**src/hw/rtl/mck_pkg.sv**
```systemverilog
// Package for the Morse character keyer: shared types, segment constants
// and the symbol table. No dependencies.
`timescale 1ns / 1ps
`default_nettype none

package mck_pkg;

  // Widths of the symbol table entries, of the table index and of the dot counts.
  localparam int unsigned SymBitsW = 6;
  localparam int unsigned SymLenW  = 3;
  localparam int unsigned SymIdxW  = 6;
  localparam int unsigned DotsW    = 2;

  // Segment lengths in dot units.
  localparam logic [DotsW-1:0] DOTS_DOT   = 2'd1;
  localparam logic [DotsW-1:0] DOTS_DASH  = 2'd3;
  localparam logic [DotsW-1:0] DOTS_PAUSE = 2'd1;
  localparam logic [DotsW-1:0] DOTS_GAP   = 2'd2;

  // Character codes with special meaning.
  localparam logic [7:0] CHAR_SPACE  = 8'h20;
  localparam logic [7:0] CHAR_PERIOD = 8'h2E;
  localparam logic [7:0] CHAR_COMMA  = 8'h2C;
  localparam logic [7:0] CHAR_ZERO   = 8'h30;
  localparam logic [7:0] CHAR_NINE   = 8'h39;
  localparam logic [7:0] CHAR_UPPER_A = 8'h41;
  localparam logic [7:0] CHAR_UPPER_Z = 8'h5A;

  // Table index bases.
  localparam logic [SymIdxW-1:0] IDX_PERIOD = 6'd0;
  localparam logic [SymIdxW-1:0] IDX_COMMA  = 6'd1;
  localparam logic [SymIdxW-1:0] IDX_DIGIT  = 6'd2;
  localparam logic [SymIdxW-1:0] IDX_LETTER = 6'd12;

  // Decoded symbol: element bits (1 = dash, MSB-aligned to the element
  // count), element count (zero when there is no symbol) and a space flag.
  typedef struct packed {
    logic [SymBitsW-1:0] bits;
    logic [SymLenW-1:0]  len;
    logic                is_space;
  } sym_t;

  // Sequencer states.
  typedef enum logic [2:0] {
    ST_IDLE,
    ST_MARK,
    ST_PAUSE,
    ST_SPACE,
    ST_GAP
  } state_t;

  // Element bits and count for each table index, packed as {bits, len}.
  function automatic logic [SymBitsW+SymLenW-1:0] sym_entry(
    input logic [SymIdxW-1:0] idx
  );
    logic [SymBitsW+SymLenW-1:0] e;
    case (idx)
      6'd0:  e = {6'h15, 3'd6};
      6'd1:  e = {6'h33, 3'd6};
      6'd2:  e = {6'h1F, 3'd5};
      6'd3:  e = {6'h0F, 3'd5};
      6'd4:  e = {6'h07, 3'd5};
      6'd5:  e = {6'h03, 3'd5};
      6'd6:  e = {6'h01, 3'd5};
      6'd7:  e = {6'h00, 3'd5};
      6'd8:  e = {6'h10, 3'd5};
      6'd9:  e = {6'h18, 3'd5};
      6'd10: e = {6'h1C, 3'd5};
      6'd11: e = {6'h1E, 3'd5};
      6'd12: e = {6'h01, 3'd2};
      6'd13: e = {6'h08, 3'd4};
      6'd14: e = {6'h0A, 3'd4};
      6'd15: e = {6'h04, 3'd3};
      6'd16: e = {6'h00, 3'd1};
      6'd17: e = {6'h02, 3'd4};
      6'd18: e = {6'h06, 3'd3};
      6'd19: e = {6'h00, 3'd4};
      6'd20: e = {6'h00, 3'd2};
      6'd21: e = {6'h07, 3'd4};
      6'd22: e = {6'h05, 3'd3};
      6'd23: e = {6'h04, 3'd4};
      6'd24: e = {6'h03, 3'd2};
      6'd25: e = {6'h02, 3'd2};
      6'd26: e = {6'h07, 3'd3};
      6'd27: e = {6'h06, 3'd4};
      6'd28: e = {6'h0D, 3'd4};
      6'd29: e = {6'h02, 3'd3};
      6'd30: e = {6'h00, 3'd3};
      6'd31: e = {6'h01, 3'd1};
      6'd32: e = {6'h01, 3'd3};
      6'd33: e = {6'h01, 3'd4};
      6'd34: e = {6'h03, 3'd3};
      6'd35: e = {6'h09, 3'd4};
      6'd36: e = {6'h0B, 3'd4};
      6'd37: e = {6'h0C, 3'd4};
      default: e = '0;
    endcase
    return e;
  endfunction

endpackage : mck_pkg

`default_nettype wire

```
**src/hw/rtl/morse_character_keyer_core.sv**
```systemverilog
// Top level of the Morse character keyer: input handshake, element
// sequencer and output register. Depends on mck_pkg and mck_lookup.
//
//   Channel  | Direction | Ports
//   ---------+-----------+------------------------------------------------
//   in       | input     | in_valid, in_ready, in_character
//   out      | output    | out_valid, out_ready, out_key_on,
//            |           | out_duration_dots, out_last
//
// A character with n elements yields 2n+1 segments (a space yields two,
// an unsupported code one). The sequencer loads one segment into the output
// register per cycle while that register is free; in_ready is high only
// while idle. Output stalls hold the sequencer. Reset clears the state and
// out_valid.
`timescale 1ns / 1ps
`default_nettype none

module morse_character_keyer_core
  import mck_pkg::*;
(
  input  wire logic             clk,
  input  wire logic             rst_n,
  input  wire logic             in_valid,
  output logic                  in_ready,
  input  wire logic [7:0]       in_character,
  output logic                  out_valid,
  input  wire logic             out_ready,
  output logic                  out_key_on,
  output logic [DotsW-1:0]      out_duration_dots,
  output logic                  out_last
);

  state_t              state_r, state_nxt;
  logic [SymBitsW-1:0] bits_r, bits_nxt;
  logic [SymLenW-1:0]  cnt_r, cnt_nxt;
  logic                out_valid_r, out_valid_nxt;
  logic                key_r, key_nxt;
  logic [DotsW-1:0]    dots_r, dots_nxt;
  logic                last_r, last_nxt;
  sym_t                sym;
  logic                in_xfer;
  logic                out_free;

  // Symbol decode of the offered character.
  mck_lookup u_lookup (
    .character (in_character),
    .sym       (sym)
  );

  assign in_ready = (state_r == ST_IDLE);
  assign in_xfer  = in_valid && in_ready;
  assign out_free = !out_valid_r || out_ready;

  // Sequencer: one segment per cycle whenever the output register is free.
  always_comb begin
    state_nxt     = state_r;
    bits_nxt      = bits_r;
    cnt_nxt       = cnt_r;
    out_valid_nxt = out_valid_r && !out_ready;
    key_nxt       = key_r;
    dots_nxt      = dots_r;
    last_nxt      = last_r;
    case (state_r)
      ST_IDLE: begin
        if (in_xfer) begin
          bits_nxt = sym.bits;
          cnt_nxt  = sym.len;
          if (sym.is_space) begin
            state_nxt = ST_SPACE;
          end else if (sym.len == '0) begin
            state_nxt = ST_GAP;
          end else begin
            state_nxt = ST_MARK;
          end
        end
      end
      ST_MARK: begin
        if (out_free) begin
          out_valid_nxt = 1'b1;
          key_nxt       = 1'b1;
          dots_nxt      = bits_r[SymBitsW-1] ? DOTS_DASH : DOTS_DOT;
          last_nxt      = 1'b0;
          state_nxt     = ST_PAUSE;
        end
      end
      ST_PAUSE: begin
        if (out_free) begin
          out_valid_nxt = 1'b1;
          key_nxt       = 1'b0;
          dots_nxt      = DOTS_PAUSE;
          last_nxt      = 1'b0;
          bits_nxt      = bits_r << 1;
          cnt_nxt       = cnt_r - SymLenW'(1);
          state_nxt     = (cnt_r == SymLenW'(1)) ? ST_GAP : ST_MARK;
        end
      end
      ST_SPACE: begin
        if (out_free) begin
          out_valid_nxt = 1'b1;
          key_nxt       = 1'b0;
          dots_nxt      = DOTS_GAP;
          last_nxt      = 1'b0;
          state_nxt     = ST_GAP;
        end
      end
      ST_GAP: begin
        if (out_free) begin
          out_valid_nxt = 1'b1;
          key_nxt       = 1'b0;
          dots_nxt      = DOTS_GAP;
          last_nxt      = 1'b1;
          state_nxt     = ST_IDLE;
        end
      end
      default: begin
        state_nxt = ST_IDLE;
      end
    endcase
  end

  // Control registers.
  always_ff @(posedge clk) begin
    if (!rst_n) begin
      state_r     <= ST_IDLE;
      out_valid_r <= 1'b0;
    end else begin
      state_r     <= state_nxt;
      out_valid_r <= out_valid_nxt;
    end
  end

  // Payload registers.
  always_ff @(posedge clk) begin
    bits_r <= bits_nxt;
    cnt_r  <= cnt_nxt;
    key_r  <= key_nxt;
    dots_r <= dots_nxt;
    last_r <= last_nxt;
  end

  assign out_valid         = out_valid_r;
  assign out_key_on        = key_r;
  assign out_duration_dots = dots_r;
  assign out_last          = last_r;

endmodule : morse_character_keyer_core

`default_nettype wire

```
**src/hw/rtl/mck_lookup.sv**
```systemverilog
// Character decoder: maps an ASCII code to its Morse symbol entry.
// Depends on mck_pkg for the symbol table and the sym_t type.
`timescale 1ns / 1ps
`default_nettype none

module mck_lookup
  import mck_pkg::*;
(
  input  wire logic [7:0] character,
  output sym_t            sym
);

  logic                        hit;
  logic [SymIdxW-1:0]          idx;
  logic [SymBitsW+SymLenW-1:0] entry;
  logic [SymBitsW-1:0]         raw_bits;
  logic [SymLenW-1:0]          raw_len;

  // Work out the table index; characters without a symbol get no hit.
  always_comb begin
    hit = 1'b1;
    idx = '0;
    if (character == CHAR_PERIOD) begin
      idx = IDX_PERIOD;
    end else if (character == CHAR_COMMA) begin
      idx = IDX_COMMA;
    end else if (character >= CHAR_ZERO && character <= CHAR_NINE) begin
      idx = IDX_DIGIT + SymIdxW'(character - CHAR_ZERO);
    end else if (character >= CHAR_UPPER_A && character <= CHAR_UPPER_Z) begin
      idx = IDX_LETTER + SymIdxW'(character - CHAR_UPPER_A);
    end else begin
      hit = 1'b0;
    end
  end

  assign entry    = sym_entry(idx);
  assign raw_bits = entry[SymBitsW+SymLenW-1:SymLenW];
  assign raw_len  = hit ? entry[SymLenW-1:0] : '0;

  // Align the first element to the top bit so the sequencer just shifts.
  always_comb begin
    sym.bits     = raw_bits << (3'(SymBitsW) - raw_len);
    sym.len      = raw_len;
    sym.is_space = (character == CHAR_SPACE);
  end

endmodule : mck_lookup

`default_nettype wire

```
**config.mk**
```make
export PLATFORM = sky130hd
export DESIGN_NAME = morse_character_keyer_core
export DESIGN_NICKNAME = d
export VERILOG_FILES = /design/src/hw/rtl/mck_pkg.sv /design/src/hw/rtl/morse_character_keyer_core.sv /design/src/hw/rtl/mck_lookup.sv
export SDC_FILE = /design/constraint.sdc
export NUM_CORES = 1
export LEC_CHECK = 0
export ABC_CLOCK_PERIOD_IN_PS = 4600
export BUFFER_PORTS_ARGS = -buffer_cell sky130_fd_sc_hd__buf_2
export CAP_MARGIN = 20
export CORE_MARGIN = 1
export CORE_UTILIZATION = 61
export DETAILED_ROUTE_END_ITERATION = 6
export PLACE_DENSITY = 0.81
export SYNTH_ARGS = -nofsm -noshare
export SYNTH_HDL_FRONTEND = slang
export SYNTH_SLANG_ARGS = --single-unit
```
**constraint.sdc**
```tcl
create_clock -name clk -period 4.6 [get_ports clk]
set_input_delay 0.46 -clock clk [delete_from_list [all_inputs] [get_ports clk]]
set_output_delay 0.46 -clock clk [all_outputs]
set_load 0.05 [all_outputs]
```
== Word-level counts from Yosys, hierarchy flattened ==
Memories as Yosys holds them, arrays and structs flattened.
Cells that the tools add are included.

* Input bits: 12
* Output and inout bits: 6
* Memory bits (read-only): 576
* Memories kept: 1
* Logic and storage cells: 92
* Flip-flop bits (word level): 17

* $add $sub $neg: 6
* Magnitude comparators: 4
* Equal/unequal tests: 16
* Reductions and logical operators: 22
* Muxes and demuxes: 35
* Shift-type cells: 1

{| class="wikitable"
|+ Memories
! memory !! depth !! width !! read ports !! clocked after memory_dff !! write ports !! RTL line !! RTL
|-
| (no name shown) || 64 || 9 || 1 || 0 || 0 || mck_pkg.sv:57 || <nowiki>case (idx)</nowiki>
|}

{| class="wikitable"
|+ Operators by type and width
! kind !! count
|-
| two-way mux 6 bit || 6
|-
| two-way mux 3 bit || 11
|-
| == test 8 x 6 -> 1 bit, second input constant || 3
|-
| one-hot mux 3 bit (5 select lines) || 1
|-
| one-hot mux 6 bit (2 select lines) || 1
|-
| AND reduction 3 bit || 3
|-
| greater-or-equal comparator 8 x 6 -> 1 bit, second input constant || 1
|-
| greater-or-equal comparator 8 x 7 -> 1 bit, second input constant || 1
|-
| less-or-equal comparator 8 x 6 -> 1 bit, second input constant || 1
|-
| less-or-equal comparator 8 x 7 -> 1 bit, second input constant || 1
|-
| two-way mux 1 bit || 8
|-
| two-way mux 2 bit || 4
|-
| != test 2 x 1 -> 1 bit, second input constant || 4
|-
| != test 2 bit, second input constant || 4
|-
| adder 2 x 6 -> 6 bit, first input constant || 1
|-
| adder 4 x 6 -> 6 bit, first input constant || 1
|-
| == test 3 x 1 -> 1 bit, second input constant || 2
|-
| == test 3 x 2 -> 1 bit, second input constant || 2
|-
| zero test 3 bit || 2
|-
| one-hot mux 2 bit (3 select lines) || 1
|-
| one-hot mux 3 bit (2 select lines) || 1
|-
| nonzero test 2 bit || 3
|-
| OR reduction 3 bit || 2
|-
| left shift 6 x 3 -> 6 bit || 1
|-
| 14 further kinds || 19
|}

== Logic depth before layout (Yosys ltp) ==
An unclocked memory read counts as a cell.

* Word-level depth: 13
* Depth in mapped cells: 18
* Depth with buffers taken out: 17

== Hierarchy ==
Synthesis repeated with hierarchy kept, for this count alone.

* Cells, all modules: 279
* Area, all modules: 2274.7 um2

{| class="wikitable"
|+ By module, submodules not included
! module !! instances !! cells each !! sequential area each (um2) !! area an instance (um2)
|-
| mck_lookup || 1 || 195 || 0.0 || 1423.9
|-
| morse_character_keyer_core || 1 || 84 || 470.5 || 850.8
|}

== Worst setup path after synthesis ==
No wires, ideal clock.

* Kind: input to register
* Start: in in_character[1]
* End: reg bits_r[5], data pin
* Library setup time: 0.261 ns
* Stages: 16
* Data required time: 4.339 ns
* Setup slack: 0.678 ns
* Arrival time: 3.661 ns
* Buffers on the path: 0
* Cell sequence: inv_1 -> ha_1 -> or4b_4 -> o21ba_1 -> a22oi_4 -> inv_2 -> ha_1 -> inv_1 -> o221ai_1 -> nor3_1 -> o31ai_1 -> nor2_2 -> nor3_2 -> xnor2_1 -> o211a_1 -> a221o_1

* Cells in the longest elaborated chain, start to end: 12
* Elaborated cells on any way between the ends: 26
* Classes of those cells: add/sub (5); order compare (4); eq/ne (2); shift (1); mux (11); reduce/logical (2); memory (1)

{| class="wikitable"
|+ Ends and longest elaborated chain
! item !! RTL line !! RTL
|-
| start, declared || morse_character_keyer_core.sv:25 || <nowiki>input wire logic [7:0] in_character,</nowiki>
|-
| subtractor 6 x 1 -> 6 bit (tied with other cells) || mck_lookup.sv:30 || <nowiki>idx = IDX_LETTER + SymIdxW'(character - CHAR_UPPER_A);</nowiki>
|-
| adder 4 x 6 -> 6 bit or logical AND 1 bit (tied branches) || mck_lookup.sv:30, mck_lookup.sv:29 ||
|-
| two-way mux 6 bit || mck_lookup.sv:29 || <nowiki>end else if (character >= CHAR_UPPER_A && character <= CHAR_UPPER_Z) begin</nowiki>
|-
| two-way mux 6 bit || mck_lookup.sv:27 || <nowiki>end else if (character >= CHAR_ZERO && character <= CHAR_NINE) begin</nowiki>
|-
| two-way mux 6 bit || mck_lookup.sv:25 || <nowiki>end else if (character == CHAR_COMMA) begin</nowiki>
|-
| two-way mux 6 bit || mck_lookup.sv:23 || <nowiki>if (character == CHAR_PERIOD) begin</nowiki>
|-
| memory read (64 x 9 bit) || n/a ||
|-
| two-way mux 3 bit || mck_lookup.sv:38 || <nowiki>assign raw_len = hit ? entry[SymLenW-1:0] : '0;</nowiki>
|-
| subtractor 3 bit || mck_lookup.sv:42 || <nowiki>sym.bits = raw_bits << (3'(SymBitsW) - raw_len);</nowiki>
|-
| left shift 6 x 3 -> 6 bit * || mck_lookup.sv:42 ||
|-
| two-way mux 6 bit * || morse_character_keyer_core.sv:65 || <nowiki>if (in_xfer) begin</nowiki>
|-
| one-hot mux 6 bit (2 select lines) * || morse_character_keyer_core.sv:63 || <nowiki>case (state_r)</nowiki>
|-
| via bits_nxt[5] || morse_character_keyer_core.sv:34 || <nowiki>logic [SymBitsW-1:0] bits_r, bits_nxt;</nowiki>
|-
| end signal, assigned || morse_character_keyer_core.sv:134 || <nowiki>bits_r <= bits_nxt;</nowiki>
|-
| end, declared || morse_character_keyer_core.sv:34 ||
|}

Mark *: on every way through the listed nets, which the timed path passes. The rest lies on a longest branch. The select of a mux whose other input is x is not followed.
A chain may end at the register's enable or synchronous reset.

== Worst setup path in the final report ==
Same ends and word-level chain as after synthesis.

==> reports/metrics.yaml <==
num_antenna_cells: 0
fmax_ghz: 0.236
report.final.slew_viol_count: 0
cts_max_path_buffers: 2
yosys-top-cells-area: "sky130_fd_sc_hd__edfxtp_1, sky130_fd_sc_hd__ha_1, sky130_fd_sc_hd__nor2_1, sky130_fd_sc_hd__a21oi_1, sky130_fd_sc_hd__dfxtp_1"
worstPathArrival_ns: 4.30
postCtsSetupRepairBufs: 0
drt-wirelength-per-cell_um: 17.5
netlist_top_cells_count: "sky130_fd_sc_hd__nor2_1, sky130_fd_sc_hd__a21oi_1, sky130_fd_sc_hd__nand2_1"
post_cts_resized: 0
start_util_pct: 65.0
power_switching_mw: 0.267
multi_input_comb_area_mm2: 0.00164
coreArea_mm2: 0.00342
period_share_pct: 92.3
ports_placed_on_the_boundary: 18
final_layout_size_suffix_gt1_share_pct: 20.9
dr.first_iter.drc_count: 248
worst_slew_margin_rel_pct: 51.3
first_global_vias: 2095
static-leakage-power_nw: 0.923
layout.filler_cells: 289
power-per-cell-area_mw_per_mm2: 254
tritoncts: "done"
power.share.switching_pct: 44.0
power.sequential.fraction_pct: 36.9
cts-buffers-inserted: 3
drv.max_cap_violation_count: 0
required_time_worst_endpoint_ns: 4.66
comb_power_share_pct: 49.6
port_buffers: 17
viasPerCell: 7.04
async_reset_ff_share_pct: 0
cts.clk_slew.worst_paths_ns: 0.10
synth.most_common_cell: "sky130_fd_sc_hd__nor2_1"
die_width_um: 62.3
ys_seq_area_share_pct: 21.2
clockPowerShare_pct: 13.5
worst_pin_slew_ns: 0.728
grt_pass1_wl_mm: 9.69
die_y_um: 62.3
finalSetupViolations: 0
maximum_number_of_pins_on_one_net_before_global_route_repair: 15
cts_root_buf: "sky130_fd_sc_hd__clkbuf_4"
detailroute.via_count: 2308
synth_enable_flop_cells: 13
global_route.overflow_total: 0
critical_path.startpoint_type: "input pin"
routabilityCongestion: 1.02
synth.cell_area_mm2: 0.00222
drtAntennaViolNets: 0
holdBufCountCts: 0
synth.lib_cells_used.distinct: 84
hold_violations: 0
timing.hold.worst.class: "input pin to flop"
final-seq-area_um2: 470
synth_top_area_share_pct: 17.6
grt_antenna_before_repair: 0
yosys_warnings: 0
outcome: "completed"
ir_drop_mv: 0.177
synthesis.instances: 266
grt_setup_unrepaired: "false"
detail_route.wirelength_mm: 5.74
crit_fanout: 10
period_minus_slack_ns: 4.25
setup_tns_ns: 0
ys_seq_elements: 17
drc: 0
final_total_power_mw: 0.606
syn2layout_area_growth_pct: 7.55
number_of_h_tree_levels: 1
drtPass1Iterations: 5
num_rows: 21
dpl.hpwl_mm: 4.32
synth_ff_type: "sky130_fd_sc_hd__edfxtp_1"
design.die.area_mm2: 0.00388
finalNetCount: 308
synth_area_leader_cell: "sky130_fd_sc_hd__edfxtp_1"
clock_sinks: 17
syn-mean-instance-area_um2: 8.34
global_route.usage.total_pct: 30.8
synth_fp_nets: 291
source_to_sink_clock_delay_at_the_later_pin_of_the_worst_skew_pair_ns: 0.29
fin_skew_ns: 0.00796
p_int_mw: 0.339
end_kind: "flop"
setup.worst_path.class: "input pin to flop"
[area by class of cell]
type                    instances  share of cell area [%]
multi-input cells             223                    68.7
flip-flops and latches         17                    19.7
repair buffers                 25                    6.08
well taps                      46                    2.41
inverters                      13                    2.04
clock buffers                   4                    1.10
[layer usage]
layer,vias to the layer above,share of wire [%],track usage (%)
met5,-,0,0
met4,0,2.6,11.3
met3,22,8.1,5.33
met2,146,45,48.1
met1,1062,45,42.5
li1,1078,-,-
[worst paths after layout]
check | startpoint | end | slack (ns) | cells past startpoint
max | in_character[1] | bits_r[5] | 0.35 | 17
max reg2reg | state_r[1] | bits_r[5] | 2.83 | 4
min reg2reg | bits_r[5] | out_duration_dots[1] | 0.56 | 2
min | rst_n | out_valid | 0.41 | 2
[sequential cells by signal, summed over array words and instances (netlist names)]
| register | cells |
|---|---|
| out_last | 1 |
| state_r | 3 |
| bits_r | 6 |
| cnt_r | 3 |
| out_key_on | 1 |
| out_valid | 1 |
| out_duration_dots | 2 |
[worst max-delay path, cell delays in order]
cell and delay [ns]:
sky130_fd_sc_hd__buf_2 0.14, sky130_fd_sc_hd__inv_1 0.16, sky130_fd_sc_hd__ha_1 0.34, sky130_fd_sc_hd__or4b_4 0.55, sky130_fd_sc_hd__o21ba_1 0.24, sky130_fd_sc_hd__a22oi_4 0.29
sky130_fd_sc_hd__inv_2 0.13, sky130_fd_sc_hd__ha_1 0.26, sky130_fd_sc_hd__inv_1 0.06, sky130_fd_sc_hd__o221ai_1 0.13, sky130_fd_sc_hd__nor3_1 0.16, sky130_fd_sc_hd__o31ai_1 0.13
sky130_fd_sc_hd__nor2_2 0.41, sky130_fd_sc_hd__nor3_2 0.08, sky130_fd_sc_hd__xnor2_1 0.40, sky130_fd_sc_hd__a211oi_1 0.10, sky130_fd_sc_hd__a221o_1 0.28
[cells by family (layout without fill, tap and decap cells)]
family                   after synthesis  after routing  synth area share, %
flip-flops                            17             17                 21.2
buffers and inverters                 26             42                 4.96
adder cells (fa/ha/maj)               13             13                 7.33
multiplexers                           1              1                0.451
AO/OA/AOI/OAI                        100            100                 37.3
AND/OR/NAND/NOR                      103            103                 26.4
XOR/XNOR                               6              6                 2.37
[layout by cell type (no fill, tap or decap), types with 2 or more instances in the layout]
cell type and count:
sky130_fd_sc_hd__a32o_1 2, sky130_fd_sc_hd__o221a_2 2, sky130_fd_sc_hd__o211ai_1 7, sky130_fd_sc_hd__and2_1 2, sky130_fd_sc_hd__nor4_1 2, sky130_fd_sc_hd__nor2b_1 5, sky130_fd_sc_hd__o32ai_1 2, sky130_fd_sc_hd__a211oi_2 2
sky130_fd_sc_hd__o31a_1 2, sky130_fd_sc_hd__a211o_1 3, sky130_fd_sc_hd__inv_1 12, sky130_fd_sc_hd__nand2b_1 3, sky130_fd_sc_hd__dfxtp_1 4, sky130_fd_sc_hd__o31ai_1 3, sky130_fd_sc_hd__a211oi_1 7, sky130_fd_sc_hd__nor2_2 4
sky130_fd_sc_hd__nor3_1 13, sky130_fd_sc_hd__buf_4 8, sky130_fd_sc_hd__a21oi_1 18, sky130_fd_sc_hd__ha_1 13, sky130_fd_sc_hd__edfxtp_1 13, sky130_fd_sc_hd__nor2_1 25, sky130_fd_sc_hd__a21o_1 2, sky130_fd_sc_hd__o211a_1 3
sky130_fd_sc_hd__nand3_1 7, sky130_fd_sc_hd__a221oi_1 3, sky130_fd_sc_hd__o311a_1 3, sky130_fd_sc_hd__clkbuf_4 3, sky130_fd_sc_hd__nand2_1 18, sky130_fd_sc_hd__or2_2 3, sky130_fd_sc_hd__buf_2 17, sky130_fd_sc_hd__xor2_1 2
sky130_fd_sc_hd__o21ai_0 12, sky130_fd_sc_hd__or3_1 3, sky130_fd_sc_hd__xnor2_1 4, sky130_fd_sc_hd__a31oi_1 3
[stage by stage]
| stage | setup WS (ns) | hold WS (ns) | cells | util [%] | instance area (um2) |
|---|---|---|---|---|---|
| floorplan | 0.678 | 0.491 | 266 | - | 2220 |
| global placement | 0.286 | 0.517 | 324 | 69.1 | 2360 |
| detailed placement | 0.135 | 0.526 | 324 | 69.1 | 2360 |
| CTS | 0.446 | 0.402 | 328 | 69.9 | 2390 |
| global route | 0.174 | 0.383 | 328 | 69.9 | 2390 |
| finish | 0.355 | 0.406 | 328 | 69.9 | 2390 |
[power by group through the flow]
stage / Combinational [mW] / Clock [mW] / Sequential [mW]
finish: 0.301 / 0.0818 / 0.224
global placement: 0.289 / 0 / 0.225
detailed placement: 0.294 / 0 / 0.227
floorplan: 0.194 / 0 / 0.260
CTS: 0.296 / 0.0830 / 0.223
global route: 0.326 / 0.0933 / 0.227
Note: power is estimated with default switching activity, not from simulation.
